`src/hw/rtl/asp_pkg.sv`:
```
package asp_pkg;

  localparam logic [1:0] CMD_ALLOC = 2'd0;
  localparam logic [1:0] CMD_RESIZE = 2'd1;
  localparam logic [1:0] CMD_FREE = 2'd2;
  localparam logic [1:0] CMD_READ = 2'd3;

  localparam int SIZE_W = 32;
  localparam int BIN_W = 32;
  localparam int IDX_IN_W = 12;
  localparam int EVT_W = 40;
  localparam int MEAN_W = 48;
  localparam int LIVE_W = 32;
  localparam int PEAK_W = 31;

  // Classified command handed from the front end to the back end.
  typedef struct packed {
    logic [1:0] cmd;
    logic [SIZE_W-1:0] size;
    logic [IDX_IN_W-1:0] bin_index;
    logic ign;
  } asp_cmd_t;

endpackage

```
`src/hw/rtl/asp_front.sv`:
```
module asp_front import asp_pkg::*; (
  input  logic clk,
  input  logic rst_n,
  input  logic in_valid,
  output logic in_stall,
  input  logic [1:0] in_command,
  input  logic [SIZE_W-1:0] in_size,
  input  logic [IDX_IN_W-1:0] in_bin_index,
  output logic q_valid,
  input  logic q_pop,
  output asp_cmd_t q_data
);
  // two-entry queue
  asp_cmd_t ent_r [2];
  logic [1:0] cnt_r;
  logic rd_r, wr_r;
  logic push;
  asp_cmd_t cls;

  assign in_stall = (cnt_r == 2'd2);
  assign push = in_valid && !in_stall;
  assign q_valid = (cnt_r != 2'd0);
  assign q_data = ent_r[rd_r];

  always_comb begin
    cls.cmd = in_command;
    cls.size = in_size;
    cls.bin_index = in_bin_index;
    cls.ign = (in_command == CMD_ALLOC || in_command == CMD_RESIZE) && (in_size == '0);
  end

  always_ff @(posedge clk) begin
    if (push) begin
      ent_r[wr_r] <= cls;
    end
    if (!rst_n) begin
      cnt_r <= '0;
      rd_r <= 1'b0;
      wr_r <= 1'b0;
    end else begin
      if (push) wr_r <= ~wr_r;
      if (q_pop) rd_r <= ~rd_r;
      cnt_r <= cnt_r + {1'b0, push} - {1'b0, q_pop};
    end
  end

`ifndef SYNTHESIS
  a_no_over: assert property (@(posedge clk) disable iff (!rst_n) cnt_r <= 2'd2)
    else $error("queue overflow");
  a_no_pop_empty: assert property (@(posedge clk) disable iff (!rst_n) q_pop |-> q_valid)
    else $error("pop from empty queue");
  a_full_stall: assert property (@(posedge clk) disable iff (!rst_n)
    (cnt_r == 2'd2) |-> in_stall) else $error("full queue not stalling");
`endif
endmodule

```
`config.mk`:
```
export PLATFORM = sky130hd
export DESIGN_NAME = asp_front
export DESIGN_NICKNAME = d
export VERILOG_FILES = /design/src/hw/rtl/asp_pkg.sv /design/src/hw/rtl/asp_front.sv
export SDC_FILE = /design/constraint.sdc
export NUM_CORES = 1
export LEC_CHECK = 0
export BUFFER_PORTS_ARGS = -buffer_cell sky130_fd_sc_hd__buf_2
export CAP_MARGIN = 20
export CORE_ASPECT_RATIO = 0.6
export CORE_MARGIN = 5
export CORE_UTILIZATION = 50
export DETAILED_ROUTE_END_ITERATION = 7
export PLACE_DENSITY = 0.79
export SLEW_MARGIN = 20
export SYNTH_ARGS = -nofsm -noshare
export SYNTH_HDL_FRONTEND = slang
export SYNTH_SLANG_ARGS = --single-unit
```
`constraint.sdc`:
```
create_clock -name clk -period 3.9 [get_ports clk]
set_input_delay 0 -clock clk [delete_from_list [all_inputs] [get_ports clk]]
set_output_delay 0 -clock clk [all_outputs]
set_load 0.01 [all_outputs]
```
; Word-level counts from Yosys, hierarchy flattened
; Memory sizes are Yosys's and may differ from the RTL's. A register that Yosys moved wholly into a read port is not among the register bits.
; Cells that the tools add are included.
[totals]
ff_bits = 4
latch_bits = 0
ramBits = 94
rom_bits = 0
out_inout_bits = 49
wordCells = 21
n_memories = 1
[mem_list]
columns = name, depth, width, rd, rd_ports_with_merged_regs, wr, line
row1 = ent_r, 2, 47, 1, 1, 1, asp_front.sv:14  ; asp_cmd_t ent_r [2];
[op_classes]
n_addsub = 2
multipliers = 0
div_mod_pow = 0
n_lt_le_gt_ge = 0
n_eq_ne = 2
n_shift = 0
mux = 4
n_bitwise = 2
n_reduce_logical = 7
[ops]
columns = operator, count
row1 = zero test 32 bit, 1
row2 = 2-to-1 mux 1 bit, 4
row3 = adder 2 x 1 -> 2 bit, 1
row4 = "== test 2 x 1 -> 1 bit, second input constant", 1
row5 = "== test 2 bit, second input constant", 1
row6 = logical AND 1 bit, 2
row7 = zero test 2 bit, 1
row8 = NOT 1 bit, 2
row9 = nonzero test 2 bit, 1
row10 = subtractor 2 x 1 -> 2 bit, 1
row11 = zero test 1 bit, 1
row12 = logical OR 1 bit, 1

; Depth between registers and ports, before layout
[depth]
word_depth = 5
depth_mapped = 8
ltp_nobuf = 8

; Worst setup path after synthesis
; OpenSTA, ideal clock, no wires.
[synth_timing]
kind = register to register
from = reg cnt_r[0]
to = mem ent_r[0][0] (netlist name) (enable)
t_arrival_ns = 1.755
required_time_ns = 3.499
slack_ns = 1.743
path_stages_with_launch = 5
cell_sequence = dfxtp_1 -> nand2b_2 -> inv_2 -> or3_1 -> inv_1
[synth_between]
elab_chain_len = 5
[synth_lines]
columns = element, line
row1 = "start, declared", asp_front.sv:15  ; logic [1:0] cnt_r;
row2 = "start signal, assigned", asp_front.sv:43  ; cnt_r <= cnt_r + {1'b0, push} - {1'b0, q_pop};
row3 = == test 2 bit, asp_front.sv:20  ; assign in_stall = (cnt_r == 2'd2);
row4 = named net in_stall, asp_front.sv:5  ; output logic in_stall,
row5 = zero test 1 bit, asp_front.sv:21  ; assign push = in_valid && !in_stall;
row6 = logical AND 1 bit, asp_front.sv:21
row7 = 2-to-1 mux 1 bit, asp_front.sv:33  ; if (push) begin
row8 = 2-to-1 mux 1 bit (not written as such), asp_front.sv:34  ; ent_r[wr_r] <= cls;
row9 = "end, declared", asp_front.sv:14
; The timed path passes the listed nets, and every way through them passes these cells.

; Worst setup path after layout
[layout_timing]
from = reg cnt_r[0]
to = mem ent_r[0][25] (netlist name) (enable)
[layout_between]
elab_chain_len = 5
[layout_lines]
columns = element, line
row1 = == test 2 bit, asp_front.sv:20
row2 = zero test 1 bit, asp_front.sv:21
row3 = logical AND 1 bit, asp_front.sv:21
row4 = 2-to-1 mux 1 bit, asp_front.sv:33
row5 = 2-to-1 mux 1 bit (not written as such), asp_front.sv:34
; Every way passes these cells.

==> results by group <==
Status
  • Outcome: completed

Drt
  • Drt initial violations: 138
  • Via total after detailed routing: 2,119
  • Drt total wl: 7400 µm
  • Routed Antenna Nets: 0
  • DRC: 0
  • Pre-antenna DRT Iters: 4
  • Drt via density: 4.78
  • Post-DR wirelength/cell: 16.7 µm

Yosys
  • Post-Synthesis Cells: 183
  • Register area share after synthesis: 0.788
  • Mux contribution to synthesized area: 0.143
  • Yosys warns: 0
  • Avg Inst Size Synth: 20.3 µm²
  • Net Count, Synth: 235
  • Main combinational cell family by area after synthesis: multiplexers
  • Yosys cell types: 22
  • Ys flop type: edfxtp_1
  • Mapped cell area: 3710 µm²
  • Area leader, netlist: edfxtp_1
  • Simple-gate share of the synthesized area: 0.0347
  • Synth top area cells: edfxtp_1 76%, mux2_2 14%, dfxtp_1 2.7%
  • Post-synthesis compound-gate area fraction: 0.00337
  • Adder-cell share of the synthesized area: 0.00675
  • XOR/XNOR Fraction of Synth Area: 0.00708
  • Post-synth ARST share: 0
  • Top cell type's share of synthesized area: 0.761
  • Number of synthesized flops with an enable pin: 94
  • Yosys reg bits: 99

Setup path
  • CP Capture Type: flop
  • Arr. time, crit path: 1.99 ns
  • Worst EP required: 3.85 ns
  • Crit path launch type: flop
  • Setup CP Type: flop to flop
  • Worst Path Max Fanout: 47

Final layout
  • Most frequent cells in the layout: 98 x buf_2, 94 x edfxtp_1, 47 x mux2_2, 47 x dlygate4sd3_1, 9 x clkbuf_16
  • Layout Cells excl Fill: 443
  • Layout area overhead: 35.1%
  • Final instance area: 5010 µm²
  • Fillers: 505
  • Commonest non-fill, non-tap cell in the layout: buf_2
  • Share of layout cells above drive strength 1: 0.475
  • Antenna cell count: 0
  • Nets: 386
  • Final core occ: 0.692

Pwr
  • Leak pwr: 1.89 nW
  • Cell Pwr Density: 519 nW/µm²
  • Maximum vdd drop: 365 µV

Placement
  • Area after DPL: 4280 µm²
  • Final HPWL DP: 4600 µm
  • Final RePlAce weighted congestion: 0.793
  • PortBufs: 98
  • Placed Cells: 380

Floorplanning
  • Die Ht: 76.7 µm
  • Die Wd: 121 µm
  • Ports: 99
  • Die Area: 9300 µm²
  • Core area: 7240 µm²
  • Starting Density: 0.513
  • Row count: 24

Timing
  • Tightest Pin Transition: 1.02 ns
  • Slew headroom: 0.322
  • Final Skew: 0.00526 ns
  • Final Hold Fails: 0
  • Hold_ws: 0.0260 ns
  • Final TNS setup: 0 ns
  • Finish-stage setup viols: 0
  • Max Freq: 491 MHz
  • Fin crit period: 2.04 ns
  • RSZ-0062 raised after global routing: no
  • Fin crit share: 0.522
  • Slew Limit Fails: 0

Job
  • Reported max-cap violation count: 0

Clock tree
  • Num CTS Buffers: 9
  • PostCTS Resize Cnt: 0
  • CTS tree: built
  • Clk slew on worst S/H paths: 0.06 ns
  • Clock Tree Root: clkbuf_16
  • H-tree depth: 3
  • Clock Latency Late Sink: 0.33 ns
  • Hold_buf cts: 47
  • CTS Buffer Depth: 2
  • Setup repair bufs after CTS: 0
  • CTS sink cnt: 99

Global routing
  • Largest net degree at the start of global routing: 48
  • Tot GR Track Use: 0.169
  • Number of global-route vias before repair: 2,345
  • Global-route wire length before repair: 11,800 µm
  • GR Overflow Total: 0
  • Initial antenna violation count: 0

Worst hold path
  • Min-Delay Path Class: input port to flop
-- registers in the layout, indices dropped and copies added, names as in the netlist, named ones only --
signal  flops
cnt_r       2
ent_r      94
rd_r        1
wr_r        1
-- through the flow --
step | setup slack, ns | total power [W]
6_report | 1.86 | 0.00260
3_3_place_gp | 1.92 | 0.00182
3_5_place_dp | 1.84 | 0.00184
5_1_grt | 1.71 | 0.00273
2_1_floorplan | 1.74 | 0.00165
4_1_cts | 1.83 | 0.00263
-- area by class of cell --
| class | count | area [µm²] | share of cell area |
|---|---|---|---|
| flip-flops and latches | 99 | 2930 | 0.584 |
| repair buffers | 145 | 961 | 0.192 |
| multi-input cells | 75 | 726 | 0.145 |
| clock buffers | 11 | 233 | 0.0464 |
| well taps | 104 | 130 | 0.0260 |
| clock inverters | 5 | 20.0 | 0.00400 |
| inverters | 4 | 15.0 | 0.00300 |
-- cell usage after synthesis (2+ instances only) --
| master | number |
|---|---|
| and2_1 | 4 |
| buf_6 | 4 |
| dfxtp_1 | 5 |
| edfxtp_1 | 94 |
| ha_1 | 2 |
| inv_1 | 3 |
| mux2_2 | 47 |
| nand4_1 | 2 |
| nor4_1 | 7 |
| or3_1 | 2 |
| xnor2_1 | 2 |
-- cells by family (layout without fill, tap and decap cells) --
| family | Yosys count | in the layout |
|---|---|---|
| simple gates | 21 | 21 |
| buf+inv | 9 | 165 |
| fa+ha+maj | 2 | 2 |
| xor+xnor | 3 | 3 |
| compound gates | 2 | 2 |
| mux | 47 | 47 |
| flops | 99 | 99 |
-- routing by layer --
metal  up-vias  GRT usage  routed length, µm
li1       1021          -                  -
met1      1012      0.216               3290
met2        76      0.275               3490
met3        10     0.0551                524
met4         0     0.0537                 98
met5         -          0                  0
-- worst max-delay path: stages, from the launching register on --
cell      delay (ns)
dfxtp_1         0.35
nand2b_2        0.15
inv_2           0.04
or3_1           0.34
inv_2           0.74
-- worst paths after layout --
check | depth (start not counted) | slack [ns] | from | to
min | 3 | 0.03 | q_pop | flop
min reg2reg | 2 | 0.53 | wr_r | wr_r
max reg2reg | 4 | 1.86 | cnt_r[0] | ent_r[0][25]
max | 4 | 1.86 | cnt_r[0] | ent_r[0][25]
-- report_power, final --
group | internal (W) | total [W] | leakage (nW) | switching, W
registers | 0.00133 | 0.00139 | 0.919 | 0.0000539
clock network | 0.000422 | 0.000755 | 0.123 | 0.000332
logic | 0.000221 | 0.000458 | 0.844 | 0.000237
Power figures use the tool's default switching activity.
